$ cat src/rtl/tlvp_pkg.sv
// Shared types and codes for the TLV message parser.
`default_nettype none

package tlvp_pkg;

  localparam int OUT_QUEUE_DEPTH = 4;

  localparam logic [2:0] KIND_HDR_OK   = 3'd0;
  localparam logic [2:0] KIND_VALUE    = 3'd1;
  localparam logic [2:0] KIND_EMPTY    = 3'd2;
  localparam logic [2:0] KIND_ACCEPT   = 3'd3;
  localparam logic [2:0] KIND_REJECT   = 3'd4;

  localparam logic [2:0] ERR_NONE      = 3'd0;
  localparam logic [2:0] ERR_SHORT     = 3'd1;
  localparam logic [2:0] ERR_VERSION   = 3'd2;
  localparam logic [2:0] ERR_DECL_LEN  = 3'd3;
  localparam logic [2:0] ERR_PARAM_LEN = 3'd4;

  typedef struct packed {
    logic [7:0]  data_byte;
    logic        first;
    logic [15:0] frame_length;
  } in_item_t;

  typedef struct packed {
    logic [2:0]  kind;
    logic [7:0]  msg_class;
    logic [7:0]  msg_type;
    logic [15:0] tag;
    logic [7:0]  value_byte;
    logic [15:0] value_index;
    logic        param_last;
    logic [2:0]  error_code;
    logic        run_last;
  } out_item_t;

  typedef struct packed {
    logic [1:0] count;
    out_item_t  res0;
    out_item_t  res1;
  } push_t;

  function automatic out_item_t make_res(logic [2:0] kind, logic [7:0] cls, logic [7:0] typ,
                                         logic [15:0] tag, logic [7:0] vb,
                                         logic [15:0] vi, logic pl, logic [2:0] err);
    out_item_t r;
    r.kind        = kind;
    r.msg_class   = cls;
    r.msg_type    = typ;
    r.tag         = tag;
    r.value_byte  = vb;
    r.value_index = vi;
    r.param_last  = pl;
    r.error_code  = err;
    r.run_last    = 1'b0;
    return r;
  endfunction

endpackage

`default_nettype wire

$ cat src/rtl/tlvp_parser.sv
// Frame state and per-byte header and parameter decode.
`default_nettype none

module tlvp_parser import tlvp_pkg::*; (
  input  wire logic     clk,
  input  wire logic     rst_n,
  input  wire logic     accept,
  input  wire in_item_t item,
  input  wire logic     cfg_we,
  input  wire logic [7:0] cfg_data,
  output push_t         push
);

  typedef enum logic [2:0] {PH_IDLE, PH_HDR, PH_PHDR, PH_VAL, PH_PAD} phase_t;

  phase_t      phase_r, phase_nxt;
  logic [7:0]  version_r;
  logic [15:0] pos_r, pos_nxt;
  logic [15:0] ft_r, ft_nxt;
  logic [31:0] dl_r, dl_nxt;
  logic [7:0]  cls_r, cls_nxt;
  logic [7:0]  typ_r, typ_nxt;
  logic [15:0] tag_r, tag_nxt;
  logic [15:0] len_r, len_nxt;
  logic [15:0] vc_r, vc_nxt;
  logic [1:0]  pad_r, pad_nxt;

  always_comb begin
    logic [15:0] idx;
    logic [16:0] span;
    logic [17:0] np;
    logic [1:0]  pad;
    logic        last;
    logic        go;
    phase_nxt = phase_r;
    pos_nxt   = pos_r;
    ft_nxt    = ft_r;
    dl_nxt    = dl_r;
    cls_nxt   = cls_r;
    typ_nxt   = typ_r;
    tag_nxt   = tag_r;
    len_nxt   = len_r;
    vc_nxt    = vc_r;
    pad_nxt   = pad_r;
    push      = '0;
    idx       = '0;
    span      = '0;
    np        = '0;
    pad       = '0;
    last      = 1'b0;
    go        = accept;
    if (accept && item.first) begin
      ft_nxt    = item.frame_length;
      pos_nxt   = '0;
      dl_nxt    = '0;
      cls_nxt   = '0;
      typ_nxt   = '0;
      tag_nxt   = '0;
      len_nxt   = '0;
      vc_nxt    = '0;
      pad_nxt   = '0;
      phase_nxt = PH_HDR;
      if (item.frame_length < 16'd8) begin
        phase_nxt  = PH_IDLE;
        push.count = 2'd1;
        push.res0  = make_res(KIND_REJECT, '0, '0, '0, '0, '0, 1'b0, ERR_SHORT);
        go         = 1'b0;
      end
    end
    if (go && phase_nxt != PH_IDLE) begin
      idx     = pos_nxt;
      pos_nxt = pos_nxt + 16'd1;
      case (phase_nxt)
        PH_HDR: begin
          if (idx == 16'd0) begin
            if (item.data_byte != version_r) begin
              phase_nxt  = PH_IDLE;
              push.count = 2'd1;
              push.res0  = make_res(KIND_REJECT, cls_nxt, typ_nxt, '0, '0, '0, 1'b0,
                                    ERR_VERSION);
            end
          end else if (idx == 16'd2) begin
            cls_nxt = item.data_byte;
          end else if (idx == 16'd3) begin
            typ_nxt = item.data_byte;
          end else if (idx >= 16'd4) begin
            dl_nxt = {dl_nxt[23:0], item.data_byte};
            if (idx == 16'd7) begin
              push.count = 2'd1;
              if (dl_nxt > {16'd0, ft_nxt}) begin
                phase_nxt = PH_IDLE;
                push.res0 = make_res(KIND_REJECT, cls_nxt, typ_nxt, '0, '0, '0, 1'b0,
                                     ERR_DECL_LEN);
              end else begin
                push.res0 = make_res(KIND_HDR_OK, cls_nxt, typ_nxt, '0, '0, '0, 1'b0,
                                     ERR_NONE);
                if (ft_nxt < 16'd12) begin
                  phase_nxt  = PH_IDLE;
                  push.count = 2'd2;
                  push.res1  = make_res(KIND_ACCEPT, cls_nxt, typ_nxt, '0, '0, '0, 1'b0,
                                        ERR_NONE);
                end else begin
                  vc_nxt    = '0;
                  phase_nxt = PH_PHDR;
                end
              end
            end
          end
        end
        PH_PHDR: begin
          if (vc_nxt == 16'd0) begin
            tag_nxt = {item.data_byte, 8'h00};
            vc_nxt  = vc_nxt + 16'd1;
          end else if (vc_nxt == 16'd1) begin
            tag_nxt = {tag_nxt[15:8], item.data_byte};
            vc_nxt  = vc_nxt + 16'd1;
          end else if (vc_nxt == 16'd2) begin
            len_nxt = {item.data_byte, 8'h00};
            vc_nxt  = vc_nxt + 16'd1;
          end else begin
            len_nxt = {len_nxt[15:8], item.data_byte};
            span    = 17'(idx - 16'd3) + {1'b0, len_nxt};
            if (len_nxt < 16'd4 || span > {1'b0, ft_nxt}) begin
              phase_nxt  = PH_IDLE;
              vc_nxt     = vc_nxt + 16'd1;
              push.count = 2'd1;
              push.res0  = make_res(KIND_REJECT, cls_nxt, typ_nxt, '0, '0, '0, 1'b0,
                                    ERR_PARAM_LEN);
            end else if (len_nxt == 16'd4) begin
              push.count = 2'd1;
              push.res0  = make_res(KIND_EMPTY, cls_nxt, typ_nxt, tag_nxt, '0, '0, 1'b0,
                                    ERR_NONE);
              np = 18'(idx) + 18'd1;
              if (np + 18'd4 > 18'(ft_nxt)) begin
                phase_nxt  = PH_IDLE;
                push.count = 2'd2;
                push.res1  = make_res(KIND_ACCEPT, cls_nxt, typ_nxt, '0, '0, '0, 1'b0,
                                      ERR_NONE);
              end else begin
                vc_nxt    = '0;
                phase_nxt = PH_PHDR;
              end
            end else begin
              phase_nxt = PH_VAL;
              vc_nxt    = '0;
            end
          end
        end
        PH_VAL: begin
          last       = (vc_nxt == len_nxt - 16'd5);
          push.count = 2'd1;
          push.res0  = make_res(KIND_VALUE, cls_nxt, typ_nxt, tag_nxt, item.data_byte,
                                vc_nxt, last, ERR_NONE);
          vc_nxt     = vc_nxt + 16'd1;
          if (last) begin
            pad = 2'd0 - len_nxt[1:0];
            np  = 18'(idx) + 18'd1 + 18'(pad);
            if (np + 18'd4 > 18'(ft_nxt)) begin
              phase_nxt  = PH_IDLE;
              push.count = 2'd2;
              push.res1  = make_res(KIND_ACCEPT, cls_nxt, typ_nxt, '0, '0, '0, 1'b0,
                                    ERR_NONE);
            end else begin
              vc_nxt = '0;
              if (pad != 2'd0) begin
                phase_nxt = PH_PAD;
                pad_nxt   = pad;
              end else begin
                phase_nxt = PH_PHDR;
              end
            end
          end
        end
        PH_PAD: begin
          pad_nxt = pad_nxt - 2'd1;
          if (pad_nxt == 2'd0) begin
            phase_nxt = PH_PHDR;
            vc_nxt    = '0;
          end
        end
        default: begin
          phase_nxt = PH_IDLE;
        end
      endcase
    end
    if (push.count == 2'd1) begin
      push.res0.run_last = 1'b1;
    end else if (push.count == 2'd2) begin
      push.res1.run_last = 1'b1;
    end
  end

  always_ff @(posedge clk) begin
    if (!rst_n) begin
      phase_r   <= PH_IDLE;
      version_r <= 8'd1;
      pos_r     <= '0;
      ft_r      <= '0;
      dl_r      <= '0;
      cls_r     <= '0;
      typ_r     <= '0;
      tag_r     <= '0;
      len_r     <= '0;
      vc_r      <= '0;
      pad_r     <= '0;
    end else begin
      if (cfg_we) begin
        version_r <= cfg_data;
      end
      phase_r <= phase_nxt;
      pos_r   <= pos_nxt;
      ft_r    <= ft_nxt;
      dl_r    <= dl_nxt;
      cls_r   <= cls_nxt;
      typ_r   <= typ_nxt;
      tag_r   <= tag_nxt;
      len_r   <= len_nxt;
      vc_r    <= vc_nxt;
      pad_r   <= pad_nxt;
    end
  end

endmodule

`default_nettype wire

$ cat src/rtl/tlvp_out_queue.sv
// Result queue: takes up to two items per cycle, delivers one per cycle while out_stall is low.
`default_nettype none

module tlvp_out_queue import tlvp_pkg::*; #(
  parameter int DEPTH = OUT_QUEUE_DEPTH
) (
  input  wire logic  clk,
  input  wire logic  rst_n,
  input  wire push_t push,
  output logic       full,
  output logic       out_valid,
  input  wire logic  out_stall,
  output out_item_t  out_data
);

  localparam int PW = $clog2(DEPTH);
  localparam int CW = $clog2(DEPTH + 1);

  out_item_t       mem_r [DEPTH];
  logic [PW-1:0]   wr_r, wr_nxt, rd_r, rd_nxt, wr_p1;
  logic [CW-1:0]   cnt_r, cnt_nxt;
  logic            pop;

  function automatic logic [PW-1:0] ptr_inc(logic [PW-1:0] p);
    return (p == PW'(DEPTH - 1)) ? '0 : p + PW'(1);
  endfunction

  assign out_valid = (cnt_r != '0);
  assign out_data  = mem_r[rd_r];
  assign full      = (cnt_r > CW'(DEPTH - 2));
  assign pop       = out_valid && !out_stall;
  assign wr_p1     = ptr_inc(wr_r);

  always_comb begin
    wr_nxt  = wr_r;
    rd_nxt  = pop ? ptr_inc(rd_r) : rd_r;
    cnt_nxt = cnt_r + CW'(push.count) - CW'(pop);
    if (push.count == 2'd1) begin
      wr_nxt = wr_p1;
    end else if (push.count == 2'd2) begin
      wr_nxt = ptr_inc(wr_p1);
    end
  end

  always_ff @(posedge clk) begin
    if (push.count != 2'd0) begin
      mem_r[wr_r] <= push.res0;
    end
    if (push.count == 2'd2) begin
      mem_r[wr_p1] <= push.res1;
    end
  end

  always_ff @(posedge clk) begin
    if (!rst_n) begin
      wr_r  <= '0;
      rd_r  <= '0;
      cnt_r <= '0;
    end else begin
      wr_r  <= wr_nxt;
      rd_r  <= rd_nxt;
      cnt_r <= cnt_nxt;
    end
  end

endmodule

`default_nettype wire

$ cat src/rtl/tlv_message_parser.sv
// Top level of the streaming TLV message parser.
//
//   channel   dir   handshake            payload
//   in_       in    in_valid / in_stall  in_data   (in_item_t)
//   out_      out   out_valid / out_stall out_data (out_item_t)
//   cfg_      in    cfg_valid / cfg_ready cfg_data (expected version)
//
// One byte is accepted per cycle while in_stall is low; its results enter the result
// queue at that edge and leave on out_ one item per cycle while out_stall is low.
// A byte that causes two results yields two output items; the queue absorbs them.
// in_stall rises while the queue has room for fewer than two items.
// Synchronous reset sets the parser idle, empties the queue and loads version 1.
`default_nettype none

module tlv_message_parser import tlvp_pkg::*; #(
  parameter int QUEUE_DEPTH = OUT_QUEUE_DEPTH
) (
  input  wire logic       clk,
  input  wire logic       rst_n,
  input  wire logic       in_valid,
  output logic            in_stall,
  input  wire in_item_t   in_data,
  output logic            out_valid,
  input  wire logic       out_stall,
  output out_item_t       out_data,
  input  wire logic       cfg_valid,
  output logic            cfg_ready,
  input  wire logic [7:0] cfg_data
);

  push_t push;
  logic  full;

  assign in_stall  = full;
  assign cfg_ready = 1'b1;

  tlvp_parser u_parser (
    .clk      (clk),
    .rst_n    (rst_n),
    .accept   (in_valid && !full),
    .item     (in_data),
    .cfg_we   (cfg_valid && cfg_ready),
    .cfg_data (cfg_data),
    .push     (push)
  );

  tlvp_out_queue #(
    .DEPTH (QUEUE_DEPTH)
  ) u_queue (
    .clk       (clk),
    .rst_n     (rst_n),
    .push      (push),
    .full      (full),
    .out_valid (out_valid),
    .out_stall (out_stall),
    .out_data  (out_data)
  );

endmodule

`default_nettype wire
$ cat config.mk
export PLATFORM = sky130hd
export DESIGN_NAME = tlv_message_parser
export DESIGN_NICKNAME = d
export VERILOG_FILES = /design/src/rtl/tlvp_pkg.sv /design/src/rtl/tlvp_parser.sv /design/src/rtl/tlvp_out_queue.sv /design/src/rtl/tlv_message_parser.sv
export SDC_FILE = /design/constraint.sdc
export NUM_CORES = 1
export LEC_CHECK = 0
export BUFFER_PORTS_ARGS = -buffer_cell sky130_fd_sc_hd__buf_2
export CAP_MARGIN = 20
export CELL_PAD_IN_SITES_DETAIL_PLACEMENT = 0
export CELL_PAD_IN_SITES_GLOBAL_PLACEMENT = 1
export CORE_MARGIN = 2
export CORE_UTILIZATION = 49
export DETAILED_ROUTE_END_ITERATION = 7
export GPL_TIMING_DRIVEN = 0
export MAX_ROUTING_LAYER = met4
export PLACE_DENSITY_LB_ADDON = 0.1
export REMOVE_ABC_BUFFERS = 1
export SLEW_MARGIN = 20
export SYNTH_ARGS = -nofsm -noshare
export SYNTH_HDL_FRONTEND = slang
export SYNTH_SLANG_ARGS = --single-unit
$ cat constraint.sdc
create_clock -name clk -period 11.9 [get_ports clk]
set_input_delay 2.975 -clock clk [delete_from_list [all_inputs] [get_ports clk]]
set_output_delay 2.975 -clock clk [all_outputs]
set_load 0.01 [all_outputs]
==> results of run 1 <==
per-layer routing:
layer | up-vias | part of all wire [%]
met5 | - | 0
met4 | 0 | 1.9
met3 | 71 | 5.4
met2 | 488 | 46
met1 | 8446 | 47
li1 | 8171 | -
timing repair:
item                                    CTS  global route
endpoints found under the setup margin    0           288
resized for setup                         0             6
hold endpoints to repair                  0             0
setup buffers                             0             3
where the power goes:
group | switching, mW | internal (mW)
logic | 0.307 | 0.211
clock network | 0.566 | 0.809
registers | 0.0429 | 1.39
stage by stage:
step                      instance area, um2  hold WS (ps)
after floorplan                        20700           420
after global placement                 21900           429
after detailed placement               22400           442
after CTS                              23900           450
after global routing                   23900           468
final                                  23900           448
synth_stat cells (all sizes together), types with 10 or more instances:
master	count
a22o	153
a21oi	134
and2	58
a22oi	22
nor2b	57
a211oi	12
mux2i	33
o21ai	109
or3	14
nand2	246
nor4	24
a21o	12
nand4	31
buf	28
xnor2	58
o211ai	15
mux4	64
and3	11
xor2	24
nor2	108
nor3	33
a21boi	29
edfxtp	76
clkbuf	118
inv	82
dfxtp	322
nand3	84
a31oi	10
ha	118
worst reg2reg max path, delay by kind of cell (launching register included):
kind                       cells  cell delay, ps
xor gates and xnor gates       2             310
AOI/OAI and AO/OA             10            2700
adders and majority gates      4            1280
DFF                            1             330
buffers and inverters          3             710
and+or+nand+nor               12            4220
state kept, by name, summed over array words and instances (netlist names), 3 cells and up, named ones only:
register and flops:
u_queue.cnt_r 3, u_parser.pos_r 16, u_parser.vc_r 16, u_parser.ft_r 16
u_queue.mem_r 256, u_parser.phase_r 3, u_parser.version_r 8, u_parser.cls_r 8
u_parser.tag_r 16, u_parser.len_r 16, u_parser.typ_r 8, u_parser.dl_r 24
kinds of logic after synthesis:
kind of cell    after synthesis  synth area share (%)
simple gates                713                  16.9
compound gates              564                  18.7
flops                       398                  41.1
buf+inv                     228                  4.26
fa+ha+maj                   123                  7.33
mux                          97                  8.34
xor+xnor                     82                  3.38
other cells                   1                0.0176
worst min-delay path by stage:
stage / from / end / slack [ps] / cells past startpoint
3_5_place_dp: u_parser.dl_r[6] / u_parser.dl_r[14] / 440 / 2
6_report: u_parser.dl_r[6] / u_parser.dl_r[14] / 450 / 2
3_3_place_gp: u_queue.mem_r[2][3] / u_queue.mem_r[2][3] / 430 / 2
4_1_cts: u_parser.dl_r[6] / u_parser.dl_r[14] / 450 / 2
2_1_floorplan: u_queue.mem_r[1][11] / u_queue.mem_r[1][11] / 420 / 2
5_1_grt: u_queue.mem_r[0][4] / u_queue.mem_r[0][4] / 470 / 2
layout by cell type (no fill, tap or decap), types with 57 or more instances in the layout:
| cell | count |
|---|---|
| nand3_1 | 83 |
| nor2b_1 | 57 |
| buf_2 | 103 |
| nor2_1 | 93 |
| edfxtp_1 | 76 |
| mux4_2 | 64 |
| a21oi_1 | 133 |
| nand2_1 | 246 |
| xnor2_1 | 58 |
| inv_1 | 82 |
| o21ai_0 | 101 |
| a22o_1 | 153 |
| ha_1 | 118 |
| dfxtp_1 | 320 |
| and2_1 | 58 |
final cells by class:
type                       count  area, um2
sequential                   398       8740
clock buffer                  60       1220
fill                        3904      19000
tap                          585        732
inverter                      82        308
timing repair buffer         128        971
clock inverter                19        243
multi-input combinational   1580      11700
==> flow_summary.toml, run 1 <==
[setup_path]
crit_end = "u_queue.mem_r[0][13]"
cp-end-kind = "flop"
path_delay_family = "simple AND/OR/NAND/NOR gates"
r2r_setup_slack_ps = 2300
cp_max_fo = 48
critPathSlowestCell = "nor3_2"
path_class = "primary input to flop"
cp_num_buf_inv = 4
cp_common_cell = "ha_1"
cp.arrival_ps = 11670
worst_r2r_endpoint = "u_queue.mem_r[0][13]"
crit_start = "in_valid"
cp_num_cells = 31
worst_ep_required_time_ps = 12410
reg2regPathDepth = 31
r2r_start = "u_queue.cnt_r[1]"
start_kind = "primary input"
cp_slowest_stage_delay_ps = 570

[global_routing]
use_met2_pct = 43.7
met3_usage_pct = 3.55
gr-total-overflow = 0
grt-busiest-layer = "met2"
grt_pass1_wl_um = 95300
antenna_found_initial = 0
grt_usage_pct = 28.1
grt_pass1_vias = 16500
grt.met1_usage_pct = 39.3
grt_max_degree = 81

[power]
peakVddDrop_v = 0.000102
p_leak_nw = 8.86
power.density_mw_per_mm2 = 139
fin_total_pwr_mw = 3.33

[finish]
n_antenna_cell = 0
final_cells = 2852
post-route-util_pct = 55.7
drive_gt1_share_pct = 13.7
nNetsFinal = 2392
area_growth_pct = 12.6

[die]
die_w_um = 212
die_h_um = 212
rows = 76
start_util_pct = 49.4
coreArea_mm2 = 0.0430
ios = 105
dieArea_mm2 = 0.0450

[drt]
ant_nets = 0
vias_per_cell = 6.02
vias = 17200
wl_um = 61900
drt_iter0_markers = 1496
detail_route.wl_per_cell_um = 21.7
drc = 0
drt_first_pass_iters = 5

[sta]
fin_crit_sh_pct = 93.7
fin_tns_setup_ps = 0
rsz0062_at_grt = "false"
hold_viol = 0
tightest_slew_ps = 1320
worst_clock_skew_ps = 20.7
maxSlewViolCount = 0
period_needed_ps = 11160
slew-limit-headroom_pct = 11.3
setup_viol = 0
finalWorstSetupSlack_ps = 744
fmax_mhz = 89.6

[synth]
yosysWarningCount = 0
yosysTopAreaCell = "dfxtp_1"
synth.area.top_cells = "dfxtp_1 (30%), edfxtp_1 (11%), ha_1 (6.9%)"
synth_cell_type_count = 84
ys_ff_latch = 398
synthArstFlopShare_pct = 0
seq_area_frac_synth_pct = 41.1
post_synth.cell_area_avg_um2 = 9.63
syn_area_mm2 = 0.0212
synth_edf_count = 76
synth_top_area_share_pct = 30.3
synth_top_flop_cell = "dfxtp_1"
synthCells = 2206

[placed_design]
dp_cells = 2770
io_buffers = 103
gp_congestion = 0.900
dp_hpwl_um = 43100
pre_cts_ws_ps = -535

[run]
cap_violations = 0

[clock_tree]
root_buffer = "clkbuf_16"
cts_hold_buf = 0
clock_tree.buffer_depth = 3
cts_max_level = 2
cts_tree = "yes"
cts.sink_count = 398
clk_latency_ps = 580
clk_pin_slew_ps = 60
numCtsBuffers = 43

[min_path]
holdCritPathClass = "flop to flop"

[outcome]
status = "completed"
Power figures use the tool's default switching activity.
==> run 2, diff against run 1 <==
- CORE_MARGIN: 2 -> not set
- clock period: 11.9 -> 12 ns (I/O delays scaled with it)
==> run 2 against run 1 <==
Effect of this change: clock skew is 8.7 ps higher; utilization is 0.65 points higher; sequential cell count stayed put; critical path depth is 1 lower; combinational power is 1% lower; die area is 1.9% lower; worst setup slack worse by 230 ps; sequential share of layout area is 0.14 points higher; largest cell class unchanged; highest routed layer unchanged.
==> flow_summary.toml, run 2 (synthesis results as in run 1) <==
[die]
coreArea_mm2 = 0.0423
die_h_um = 210
dieArea_mm2 = 0.0442
die_w_um = 210
ios = 105
rows = 75
start_util_pct = 50.2

[drt]
drt_first_pass_iters = 5
drt_iter0_markers = 1501
ant_nets = 0
vias_per_cell = 6.03
drc = 0
detail_route.wl_per_cell_um = 21.9
wl_um = 62200
vias = 17100

[setup_path]
critPathSlowestCell = "nor2_2"
start_kind = "primary input"
cp_max_fo = 51
worst_ep_required_time_ps = 12530
path_class = "primary input to flop"
cp.arrival_ps = 12020
worst_r2r_endpoint = "u_queue.mem_r[3][30]"
cp-end-kind = "flop"
reg2regPathDepth = 30
path_delay_family = "simple AND/OR/NAND/NOR gates"
r2r_start = "u_queue.cnt_r[1]"
cp_common_cell = "ha_1"
cp_num_buf_inv = 3
cp_slowest_stage_delay_ps = 780
r2r_setup_slack_ps = 2110

[clock_tree]
numCtsBuffers = 44
root_buffer = "clkbuf_16"
clk_latency_ps = 600
cts_tree = "yes"
cts_hold_buf = 0
cts_resized = 0
cts.sink_count = 398
clk_pin_slew_ps = 60
clock_tree.buffer_depth = 3
cts_setup_buffers = 0
cts_max_level = 2

[outcome]
status = "completed"

[sta]
slew-limit-headroom_pct = 24.9
period_needed_ps = 11490
tightest_slew_ps = 1110
fmax_mhz = 87.1
hold_viol = 0
fin_tns_setup_ps = 0
finalWorstSetupSlack_ps = 515
setup_viol = 0
maxSlewViolCount = 0
worst_clock_skew_ps = 29.5
rsz0062_at_grt = "false"
fin_crit_sh_pct = 95.7
whs_ps = 453

[global_routing]
gr-total-overflow = 0
met3_usage_pct = 3.67
grt.met1_usage_pct = 39.7
grt_pass1_wl_um = 96900
grt_usage_pct = 29.0
grt_pass1_vias = 16600
grt-busiest-layer = "met2"
antenna_found_initial = 0
grt_max_degree = 66
use_met2_pct = 46.2

[placed_design]
dp_hpwl_um = 42500
pre_cts_ws_ps = -508
gp_congestion = 0.912
placed_cell_area_mm2 = 0.0223
dp_cells = 2758
io_buffers = 103

[power]
p_leak_nw = 8.80
p_int_mw = 2.39
p_switching_mw = 0.923
power.density_mw_per_mm2 = 139
sw_frac_of_total_pct = 27.9
comb_power_share_pct = 15.5
pwr-share-seq_pct = 43.0
fin_total_pwr_mw = 3.31
pwr-share-clk_pct = 41.5
peakVddDrop_v = 0.0000863

[finish]
final_cell_area_mm2 = 0.0238
top_regs = "u_queue.mem_r (256), u_parser.dl_r (24)"
final_common_cell = "dfxtp_1"
area_growth_pct = 12.2
post-route-util_pct = 56.3
drive_gt1_share_pct = 13.3
largest_reg_flops = 256
n_antenna_cell = 0
final_cell_mix = "dfxtp_1 (320), nand2_1 (246), a22o_1 (153)"
regMostFlops = "u_queue.mem_r"
final_cells = 2838
nNetsFinal = 2386

[min_path]
holdPathEnd = "u_parser.dl_r[9]"
holdCritPathClass = "flop to flop"
worstHoldStart = "u_parser.dl_r[1]"
hold_depth = 2

[run]
cap_violations = 0
## run 2: changes by cell type in the layout (fill, tap and decap cells not counted), moves of 3 or more
cell      before  now
buf_16         9    6
clkbuf_8       8   12
clkinv_2      10    6
buf_6          6    2
buf_8          2    5
clkbuf_1       9   12
## run 2: layout make-up
class                      count  area (um2)
clock buffer                  68        1310
clock inverter                12         164
fill                        3721       18500
inverter                      82         308
multi-input combinational   1580       11700
sequential                   398        8740
tap                          577         722
timing repair buffer         121         868
## run 2: worst max path at each step
stage / from / end / slack (ps) / depth (start not counted)
6_report: in_valid / u_queue.mem_r[3][30] / 510 / 30
5_1_grt: in_valid / u_queue.mem_r[3][39] / 10 / 30
4_1_cts: in_data[16] / u_queue.mem_r[2][18] / 120 / 31
3_5_place_dp: in_data[16] / u_queue.mem_r[2][34] / -510 / 30
3_3_place_gp: in_data[16] / u_queue.mem_r[3][59] / -5660 / 28
2_1_floorplan: in_data[16] / u_queue.mem_r[0][0] / 240 / 28
## run 2: power groups by stage
stage / Clock [mW] / Combinational, mW / Sequential (mW)
floorplan: 0 / 0.313 / 1.45
global placement: 0 / 0.465 / 1.48
detailed placement: 0 / 0.510 / 1.45
CTS: 1.40 / 0.512 / 1.42
global route: 1.45 / 0.557 / 1.43
finish: 1.37 / 0.513 / 1.42
## run 2: per-layer routing
| metal | vias up | routed length (um) |
|---|---|---|
| met5 | - | 0 |
| met3 | 68 | 3150 |
| met1 | 8462 | 28900 |
| met2 | 454 | 29100 |
| met4 | 0 | 1030 |
| li1 | 8142 | - |
## run 2: worst reg2reg max path: cells and delay by family (launching register included)
kind / cells / cell delay (ps)
AND/OR/NAND/NOR: 12 / 4590
AO/OA/AOI/OAI: 10 / 2880
adder cells (fa/ha/maj): 4 / 1310
buffers and inverters: 2 / 390
XOR/XNOR: 2 / 350
flip-flops: 1 / 340
==> run 3, diff against run 2 <==
- CTS_BUF_LIST: not set -> sky130_fd_sc_hd__clkbuf_16
==> run 3 against run 2 <==
Effect of this change: register-to-register slack better by 90 ps; clock power fell by 7%; routed wire length shrank 0.24%; sequential share of layout area increased by 0.18 points; sequential cell count unchanged; die area did not move; largest cell class unchanged; critical path type unchanged; highest routed layer unchanged; fmax up 0.42%; combinational power is essentially flat; hold slack barely moved; design area is 0.48% lower; via count about the same; worst setup slack better by 48 ps.
==> flow_summary.toml, run 3 (synthesis results as in run 1) <==
[setup_path]
cp_num_buf_inv = 3
cp_max_fo = 51
path_delay_family = "simple AND/OR/NAND/NOR gates"
start_kind = "primary input"
path_class = "primary input to flop"
cp-end-kind = "flop"
worst_ep_required_time_ps = 12530
cp_common_cell = "ha_1"
r2r_setup_slack_ps = 2200
cp_slowest_stage_delay_ps = 700
cp.arrival_ps = 11970
critPathSlowestCell = "nor4_4"

[sta]
hold_viol = 0
period_needed_ps = 11440
fin_tns_setup_ps = 0
finalWorstSetupSlack_ps = 563
fin_crit_sh_pct = 95.3
maxSlewViolCount = 0
worst_clock_skew_ps = 25.8
tightest_slew_ps = 1250
fmax_mhz = 87.4
setup_viol = 0
rsz0062_at_grt = "false"
slew-limit-headroom_pct = 15.5

[power]
p_leak_nw = 8.78
fin_total_pwr_mw = 3.22
power.density_mw_per_mm2 = 136
peakVddDrop_v = 0.0000858

[clock_tree]
cts_setup_buffers = 0
clk_pin_slew_ps = 60
cts_resized = 0
numCtsBuffers = 44
cts_tree = "yes"
cts.sink_count = 398
root_buffer = "clkbuf_16"
clock_tree.buffer_depth = 3
clk_latency_ps = 590
cts_hold_buf = 0
cts_max_level = 2

[global_routing]
antenna_found_initial = 0
gr-total-overflow = 0
grt_pass1_vias = 16600
grt-busiest-layer = "met2"
grt.met1_usage_pct = 39.6
use_met2_pct = 46.2
grt_pass1_wl_um = 96800
met3_usage_pct = 3.65
grt_max_degree = 66
grt_usage_pct = 29.0

[drt]
vias = 17100
detail_route.wl_per_cell_um = 21.8
ant_nets = 0
wl_um = 62000
vias_per_cell = 6.04
drc = 0
drt_first_pass_iters = 5
drt_iter0_markers = 1439

[placed_design]
io_buffers = 103
pre_cts_ws_ps = -508
dp_hpwl_um = 42500
gp_congestion = 0.912

[finish]
final_cell_mix = "dfxtp_1 (320), nand2_1 (246), a22o_1 (153)"
top_regs = "u_queue.mem_r (256), u_parser.dl_r (24)"
final_common_cell = "dfxtp_1"
area_growth_pct = 11.7
n_antenna_cell = 0
regMostFlops = "u_queue.mem_r"
drive_gt1_share_pct = 12.8
largest_reg_flops = 256
nNetsFinal = 2386

[die]
ios = 105
rows = 75
die_h_um = 210
dieArea_mm2 = 0.0442
coreArea_mm2 = 0.0423
start_util_pct = 50.2
die_w_um = 210

[min_path]
holdCritPathClass = "flop to flop"

[outcome]
status = "completed"

[run]
cap_violations = 0
run 3: cell types whose count changed in the layout (fill, tap and decap cells not counted):
cell,change
inv_1,+12
clkinv_1,+12
clkbuf_8,-12
nor2_4,+1
clkbuf_1,-12
nor2_2,-1
run 3: where the power goes:
group	total, mW	switching [mW]	leakage [nW]	internal, mW
Combinational	0.513	0.304	4.88	0.209
Sequential	1.42	0.0443	3.20	1.38
Clock	1.28	0.570	0.705	0.714
Total	3.22	0.918	8.78	2.30
run 3: cell type report:
class	instances	area [um2]
well taps	577	722
clock inverters	36	254
clock buffers	44	1100
repair buffers	121	868
multi-input cells	1580	11700
flip-flops and latches	398	8740
fillers	3734	18600
inverters	82	308
run 3: final timing paths:
kind,startpoint,end,cells after the start
hold reg to reg,u_queue.mem_r[0][6],u_queue.mem_r[0][6],2
hold / removal,u_queue.mem_r[0][6],u_queue.mem_r[0][6],2
setup reg to reg,u_queue.cnt_r[1],u_queue.mem_r[1][26],30
setup / recovery,in_valid,u_queue.mem_r[1][26],30
run 3: stage by stage:
| step | hold WS, ps | util [%] | area (um2) | instances |
|---|---|---|---|---|
| floorplan | 420 | - | 20700 | 2060 |
| global placement | 428 | 51.7 | 21900 | 2740 |
| detailed placement | 443 | 52.8 | 22300 | 2758 |
| CTS | 457 | 56.0 | 23700 | 2838 |
| global route | 473 | 56.1 | 23700 | 2838 |
| finish | 453 | 56.1 | 23700 | 2838 |
run 3: worst reg2reg max path, delay by kind of cell, from the launching register on:
family / cells / cell delay (ps)
xor gates and xnor gates: 2 / 360
adders and majority gates: 4 / 1320
and+or+nand+nor: 12 / 4500
DFF: 1 / 340
buffers and inverters: 2 / 380
AOI/OAI and AO/OA: 10 / 2850
run 3: metal layers:
metal	vias to the layer above	routed length [um]
met5	-	0
met4	0	981
met3	67	3220
met2	469	29100
met1	8444	28700
li1	8153	-
